===== src/rtl/core/itsi_pkg.sv =====
// Shared constants, command/status types and helpers for the IMU time-sync interpolator.
package itsi_pkg;

    localparam int DEPTH      = 16;
    localparam int PTR_W      = $clog2(DEPTH);
    localparam int CNT_W      = $clog2(DEPTH + 1);
    localparam int NCH        = 8;
    localparam int CH_IDX_W   = $clog2(NCH);
    localparam int CH_W       = 32;
    localparam int ROW_W      = NCH * CH_W;
    localparam int STAMP_W    = 48;
    localparam int DATA_W     = STAMP_W + ROW_W;
    localparam int GAP_W      = 20;
    localparam int FRAC_BITS  = 16;
    localparam int SCALE_BITS = 28;
    localparam int Q_W        = SCALE_BITS + 2;
    localparam int DIV_STEPS  = SCALE_BITS;
    localparam int DIV_CNT_W  = $clog2(DIV_STEPS);
    localparam int WRAP_STEPS = 16;
    localparam int WRAP_K_W   = $clog2(WRAP_STEPS);
    localparam int MOD_W      = 35;

    localparam logic [GAP_W-1:0] GAP_RESET = GAP_W'(200000);

    localparam logic [63:0] PI_Q60  = 64'h3243F6A8885A308D;
    localparam logic [63:0] PI_FULL = (PI_Q60 + (64'd1 << (59 - FRAC_BITS))) >> (60 - FRAC_BITS);
    localparam logic [MOD_W-1:0] PI_FIX = PI_FULL[MOD_W-1:0];
    localparam logic [MOD_W-1:0] TWO_PI = {PI_FIX[MOD_W-2:0], 1'b0};

    localparam logic CMD_PUSH = 1'b0;
    localparam logic CMD_SYNC = 1'b1;

    typedef struct packed {
        logic                push;
        logic                capture;
        logic                pop;
        logic                div_init;
        logic                div_step;
        logic                mul;
        logic                acc;
        logic [CH_IDX_W-1:0] ch;
        logic                wrap_init;
        logic                wrap_step;
        logic [WRAP_K_W-1:0] k;
        logic                emit_ok;
        logic                emit_fail;
    } ctrl_cmd_t;

    typedef struct packed {
        logic fill_ge2;
        logic t0_gt;
        logic t1_lt;
        logic gap;
        logic out_free;
    } dp_stat_t;

    function automatic logic [CH_W-1:0] sat32(input logic signed [MOD_W+1:0] v);
        logic signed [MOD_W+1:0] hi;
        logic signed [MOD_W+1:0] lo;
        hi = (MOD_W+2)'(signed'(33'sh0_7FFF_FFFF));
        lo = -(MOD_W+2)'(signed'(33'sh0_8000_0000));
        if (v > hi) return 32'h7FFF_FFFF;
        if (v < lo) return 32'h8000_0000;
        return v[CH_W-1:0];
    endfunction

endpackage


===== src/rtl/core/itsi_ctrl.sv =====
// Sequencer for push, discard, divide, interpolate and heading-wrap steps.
module itsi_ctrl (
    input  logic                 aclk,
    input  logic                 aresetn,
    input  logic                 s_tvalid,
    input  logic                 s_tuser,
    output logic                 s_tready,
    input  itsi_pkg::dp_stat_t   stat,
    output itsi_pkg::ctrl_cmd_t  cmd
);

    localparam logic [3:0] S_IDLE  = 4'd0;
    localparam logic [3:0] S_LOAD  = 4'd1;
    localparam logic [3:0] S_CHECK = 4'd2;
    localparam logic [3:0] S_DIVI  = 4'd3;
    localparam logic [3:0] S_DIVS  = 4'd4;
    localparam logic [3:0] S_MUL   = 4'd5;
    localparam logic [3:0] S_ACC   = 4'd6;
    localparam logic [3:0] S_WRAPI = 4'd7;
    localparam logic [3:0] S_WRAPS = 4'd8;
    localparam logic [3:0] S_DONE  = 4'd9;
    localparam logic [3:0] S_FAIL  = 4'd10;

    logic [3:0]                    state_reg, state_next;
    logic [itsi_pkg::DIV_CNT_W-1:0] cnt_reg, cnt_next;
    logic [itsi_pkg::CH_IDX_W-1:0] ch_reg, ch_next;
    logic                          gap_done_reg, gap_done_next;

    always_ff @(posedge aclk) begin
        if (!aresetn) begin
            state_reg    <= S_IDLE;
            cnt_reg      <= '0;
            ch_reg       <= '0;
            gap_done_reg <= 1'b0;
        end else begin
            state_reg    <= state_next;
            cnt_reg      <= cnt_next;
            ch_reg       <= ch_next;
            gap_done_reg <= gap_done_next;
        end
    end

    always_comb begin
        state_next    = state_reg;
        cnt_next      = cnt_reg;
        ch_next       = ch_reg;
        gap_done_next = gap_done_reg;
        cmd           = '0;
        cmd.ch        = ch_reg;
        cmd.k         = cnt_reg[itsi_pkg::WRAP_K_W-1:0];
        s_tready      = 1'b0;
        case (state_reg)
            S_IDLE: begin
                s_tready = 1'b1;
                if (s_tvalid) begin
                    if (s_tuser == itsi_pkg::CMD_SYNC) begin
                        cmd.capture   = 1'b1;
                        gap_done_next = 1'b0;
                        state_next    = S_LOAD;
                    end else begin
                        cmd.push = 1'b1;
                    end
                end
            end
            S_LOAD: state_next = S_CHECK;
            S_CHECK: begin
                if (!stat.fill_ge2) begin
                    state_next = S_FAIL;
                end else if (gap_done_reg) begin
                    state_next = S_DIVI;
                end else if (stat.t0_gt) begin
                    state_next = S_FAIL;
                end else if (stat.t1_lt) begin
                    cmd.pop    = 1'b1;
                    state_next = S_LOAD;
                end else if (stat.gap) begin
                    cmd.pop       = 1'b1;
                    gap_done_next = 1'b1;
                    state_next    = S_LOAD;
                end else begin
                    state_next = S_DIVI;
                end
            end
            S_DIVI: begin
                cmd.div_init = 1'b1;
                cnt_next     = '0;
                state_next   = S_DIVS;
            end
            S_DIVS: begin
                cmd.div_step = 1'b1;
                cnt_next     = cnt_reg + 1'b1;
                if (cnt_reg == itsi_pkg::DIV_CNT_W'(itsi_pkg::DIV_STEPS - 1)) begin
                    ch_next    = '0;
                    state_next = S_MUL;
                end
            end
            S_MUL: begin
                cmd.mul    = 1'b1;
                state_next = S_ACC;
            end
            S_ACC: begin
                cmd.acc = 1'b1;
                if (ch_reg == itsi_pkg::CH_IDX_W'(itsi_pkg::NCH - 1)) begin
                    state_next = S_WRAPI;
                end else begin
                    ch_next    = ch_reg + 1'b1;
                    state_next = S_MUL;
                end
            end
            S_WRAPI: begin
                cmd.wrap_init = 1'b1;
                cnt_next      = itsi_pkg::DIV_CNT_W'(itsi_pkg::WRAP_STEPS - 1);
                state_next    = S_WRAPS;
            end
            S_WRAPS: begin
                cmd.wrap_step = 1'b1;
                cnt_next      = cnt_reg - 1'b1;
                if (cnt_reg == '0) begin
                    state_next = S_DONE;
                end
            end
            S_DONE: begin
                if (stat.out_free) begin
                    cmd.emit_ok = 1'b1;
                    state_next  = S_IDLE;
                end
            end
            S_FAIL: begin
                if (stat.out_free) begin
                    cmd.emit_fail = 1'b1;
                    state_next    = S_IDLE;
                end
            end
            default: state_next = S_IDLE;
        endcase
    end

endmodule


===== config.mk =====
export PLATFORM = sky130hd
export DESIGN_NAME = itsi_ctrl
export DESIGN_NICKNAME = d
export VERILOG_FILES = /design/src/rtl/core/itsi_pkg.sv /design/src/rtl/core/itsi_ctrl.sv
export SDC_FILE = /design/constraint.sdc
export NUM_CORES = 1
export LEC_CHECK = 0
export BUFFER_PORTS_ARGS = -buffer_cell sky130_fd_sc_hd__buf_2
export CORE_MARGIN = 2
export CORE_UTILIZATION = 54
export CTS_BUF_LIST = sky130_fd_sc_hd__clkbuf_4
export CTS_CLUSTER_SIZE = 25
export DETAILED_ROUTE_END_ITERATION = 7
export PLACE_DENSITY = 0.92
export SLEW_MARGIN = 20
export SYNTH_ARGS = -nofsm -noshare
export SYNTH_HDL_FRONTEND = slang
export SYNTH_SLANG_ARGS = --single-unit

===== constraint.sdc =====
create_clock -name aclk -period 2.7 [get_ports aclk]
set_input_delay 0.405 -clock aclk [delete_from_list [all_inputs] [get_ports aclk]]
set_output_delay 0.405 -clock aclk [all_outputs]
set_load 0.02 [all_outputs]

### Word-level counts from Yosys, hierarchy flattened

Cells that the tools add are included.
Widths: inputs -> output; s select.

* add/subtract/negate cells: 3
* multiplexer cells: 43
* reduce and logical (&&, ||, !) cells: 9
* equality and inequality tests: 19

Operators with widths (count)
* $pmux 4 s10: 1
* $mux 4: 9
* $mux 1: 24
* $pmux 5 s4: 1
* $eq 4x3->1 const B: 4
* $eq 4x4->1 const B: 3
* $ne 2x2->1 const B: 6
* $eq 4x2->1 const B: 2
* $mux 2: 4
* $mux 3: 2
* $pmux 3 s2: 1
* $add 5x1->5 const B: 1
* $eq 5x5->1 const B: 1
* $logic_not 5->1: 1
* $reduce_and 5->1: 1
* $sub 5x1->5 const B: 1
* $eq 4x1->1 const B: 1
* $logic_not 4->1: 1
* $reduce_and 4->1: 1
* $reduce_bool 2->1: 2
* $reduce_bool 4->1: 1
* $add 3x1->3 const B: 1
* $eq 3x3->1 const B: 1
* $reduce_and 3->1: 1
* 3 further kinds: 3

* register bits after elaboration: 13
* bits of input ports: 9
* word-level logic and storage cells: 78

### Longest topological paths before layout

* depth in word-level cells: 6
* mapped depth: 9

### Worst setup path before layout

Ideal clock, no wire load.

* path kind: reg2reg
* start point: reg state_reg[2]
* end point: reg cnt_reg[4] (netlist name)
* cell stages (with the launch flop): 10
* path buffers: 1
* required time: 2.580 ns
* path slack: 0.211 ns
* arrival time: 2.369 ns
* path through: dfxtp_1 -> buf_2 -> nor4b_4 -> xor2_1 -> ha_1 -> or3_1 -> a21oi_1 -> a21oi_1 -> and3_1 -> o31a_1

* longest elaborated chain between the ends: 2
* elaborated cells between the ends (all ways): 6

Ends and longest elaborated chain
* start: declaration: RTL line itsi_ctrl.sv:24 `logic [3:0] state_reg, state_next;`
* start signal: assignment: RTL line itsi_ctrl.sv:36 `state_reg <= state_next;`
* $eq 4x4->1, or another cell as far along: RTL line itsi_ctrl.sv:52 `case (state_reg)`
* $pmux 5 s4 / $reduce_bool 4->1 (equally long branches)
* end signal: assignment: RTL line itsi_ctrl.sv:37 `cnt_reg <= cnt_next;`
* end: declaration: RTL line itsi_ctrl.sv:25 `logic [itsi_pkg::DIV_CNT_W-1:0] cnt_reg, cnt_next;`

Several ways; a longest one is shown, not always the timed one.
A chain may end at the register's enable or synchronous reset.

### Worst setup path in the final report

* start point: reg state_reg[0]
* end point: reg cnt_reg[4] (netlist name)

The elaborated chain is that of the path after synthesis.

==> results.py <==
metrics = {
    "worst_setup_path": {
        "crit_type": "reg2reg",
        "endpoint_kind": "register",
        "crit_slowest_cell": "dfxtp_1",
        "cp_data_required_time_ns": 2.86,
        "cpPeakStageDelay_ns": 0.48,
        "cp-start-kind": "register",
        "crit_arrival_ns": 2.54,
        "crit_family": "simple AND/OR/NAND/NOR gates",
        "cp_num_buf_inv": 0,
        "crit_top_cell": "a21oi_1",
        "cp_cell_sequence": "nor4b_4 > xor2_1 > ha_1 > or3_1 > a21oi_1 > a21oi_1 > and3_1 > o31a_1",
        "crit_fanout": 13,
    },
    "finish": {
        "fin_nets": 170,
        "multi_input_area_um2": 675.6,
        "num_antenna_cells": 0,
        "drive_gt1_frac": 0.2436,
        "fin_cells": 181,
        "stdcell_area_um2": 1170,
        "n_fill_cell": 150,
        "synthToLayoutAreaGrowth_pct": 14.72,
        "seq_area_um2": 260.3,
        "largest_reg_flops": 5,
    },
    "floorplan": {
        "die_height_um": 47.46,
        "die_area_um2": 2252,
        "start_util": 0.5842,
        "num_rows": 15,
        "die_w_um": 47.46,
        "io_pins": 28,
        "core_area_um2": 1745,
    },
    "route": {
        "vias": 1076,
        "wl_mm": 2.449,
        "ant_nets": 0,
        "drcViolationCount": 0,
        "drtIter0Drc": 37,
        "drt-pass1-iter-count": 4,
        "wl_per_cell_um": 13.53,
        "via_per_inst": 5.945,
    },
    "cts": {
        "postCtsSetupRepairBufs": 0,
        "htreeDepth": 1,
        "cts_resized": 0,
        "cts_buffers": 3,
        "ctsHoldBuffers": 0,
        "cts_tree": "built",
        "path_clk_slew_ns": 0.10,
        "clock_latency_ns": 0.28,
        "clock_path_buffers": 2,
        "cts_sinks": 13,
        "clockRootBuffer": "clkbuf_4",
    },
    "timing": {
        "slew_viol_final": 0,
        "rsz0062_at_grt": "false",
        "setup_violations": 0,
        "tightest_slew_ns": 0.5484,
        "hold_viol": 0,
        "timing.hold.ws_ns": 0.4717,
        "tns_ns": 0,
        "clock.fmax_mhz": 420.1,
        "post-route-min-period_ns": 2.380,
        "clock_skew_ns": 0.01795,
        "max-slew-margin-rel": 0.6339,
        "fin_crit_sh": 0.8816,
    },
    "power": {
        "power_frac_seq": 0.335,
        "combPwrFrac": 0.526,
        "leakage_nw": 0.5302,
        "p_per_area_nw_per_um2": 821.3,
        "p_int_mw": 0.5023,
        "p_sw_mw": 0.4586,
        "ir_drop_v": 0.0004109,
        "pwr-share-clk": 0.140,
        "total_power_mw": 0.9608,
        "p_sw_frac": 0.4773,
    },
    "placement": {
        "place.gp.congestion": 0.8608,
        "numPortBuffers": 27,
        "dp.cells": 177,
        "placed_area_um2": 1140,
        "place_hpwl_mm": 1.797,
    },
    "synthesis": {
        "synth_cell_types": 42,
        "synth-async-reset-ratio": 0,
        "syn_avg_cell_area_um2": 7.554,
        "syn_area_um2": 1020,
        "yosysMostFrequentCell": "nor2_1",
        "synth_top_area_frac": 0.2552,
        "synth_warnings": 0,
        "synth_flop_cell": "dfxtp_1",
        "yosysTopAreaCell": "dfxtp_1",
        "synthTopCellsByCount": "nor2_1, dfxtp_1, o21ai_0, nand2_1, nand3_1",
        "ys_ff_latch": 13,
        "synthesis.nets": 148,
        "yosysSeqAreaShare": 0.2552,
        "synthesis.instances": 135,
        "synth_area_leaders": "dfxtp_1, nor2_1, ha_1",
        "synth_edf_count": 0,
    },
    "global_routing": {
        "grt-ovfl-total": 0,
        "grt_pass1_vias": 938,
        "grt_pass1_wl_mm": 3.960,
        "grt_max_degree": 21,
        "grt_usage": 0.2451,
        "antenna_found_initial": 0,
    },
    "worst_hold_path": {
        "hold_path_class": "in2reg",
    },
    "outcome": {
        "outcome": "finished, final reports clean",
    },
    "job": {
        "drv_cap": 0,
    },
}
-- worst paths after layout --
path | endpoint | slack (ns) | cells after the start | startpoint
worst max-delay path | cnt_reg[4]$_SDFFE_PN0P_ | 0.32 | 8 | state_reg[0]$_SDFFE_PN0P_
worst min-delay path | gap_done_reg$_SDFFE_PN0P_ | 0.47 | 4 | stat[2]
worst min register to register | ch_reg[1]$_SDFFE_PN0P_ | 0.49 | 2 | ch_reg[1]$_SDFFE_PN0P_
worst max register to register | cnt_reg[4]$_SDFFE_PN0P_ | 0.32 | 8 | state_reg[0]$_SDFFE_PN0P_
-- cell usage in the layout (no fill, tap or decap), drive strengths merged --
cell    instances
buf            30
nor2           19
dfxtp          13
o21ai          10
nand2           8
nand3           7
nand2b          6
a21oi           5
inv             4
ha              4
clkbuf          4
and3            3
nand3b          3
a211oi          3
nor3            3
nor4b           3
xor2            2
nand4b          2
nor4            2
xnor2           2
a31oi           2
or4             2
nand4           2
mux2i           2
o31ai           2
o22ai           2
nor2b           1
and3b           1
and4            1
nor3b           1
a221oi          1
a21o            1
o221a           1
a32o            1
or3             1
o31a            1
o32ai           1
-- per-layer routing --
layer | track usage | wire length (um) | up-vias
li1 | - | - | 534
met1 | 0.3116 | 1079 | 505
met2 | 0.4351 | 1239 | 35
met3 | 0.02642 | 118 | 2
met4 | 0.07222 | 12 | 0
met5 | 0 | 0 | -
-- per-stage QoR --
step	util	setup slack, ns
finish	0.6703	0.3198
global route	0.6703	0.2099
CTS	0.6703	0.3444
detailed placement	0.6530	0.3823
global placement	0.6530	0.5114
floorplan	-	0.2114
-- logic make-up after synthesis --
family / synth area share
AO/OA/AOI/OAI: 0.1890
adder cells (fa/ha/maj): 0.04908
multiplexers: 0.01963
XOR/XNOR: 0.03436
flip-flops: 0.2552
buffers and inverters: 0.08220
AND/OR/NAND/NOR: 0.3706
-- power by group through the flow --
stage | combinational (mW) | clock [mW] | sequential, mW
floorplan | 0.450 | 0 | 0.273
global placement | 0.483 | 0 | 0.317
detailed placement | 0.498 | 0 | 0.322
CTS | 0.502 | 0.137 | 0.318
global route | 0.558 | 0.143 | 0.328
finish | 0.505 | 0.134 | 0.322
-- worst min-delay path: cells and delay by family --
family                 cells  cell delay, ns
AO/OA/AOI/OAI              1            0.14
buffers and inverters      1            0.09
AND/OR/NAND/NOR            2            0.09
-- cell type report --
cell class,count,share of cell area
multi-input combinational,105,0.5775
timing repair buffer,30,0.1348
clock buffer,4,0.02567
tap,25,0.02674
inverter,4,0.01283
sequential,13,0.2225
Note: power is estimated with default switching activity, not from simulation.
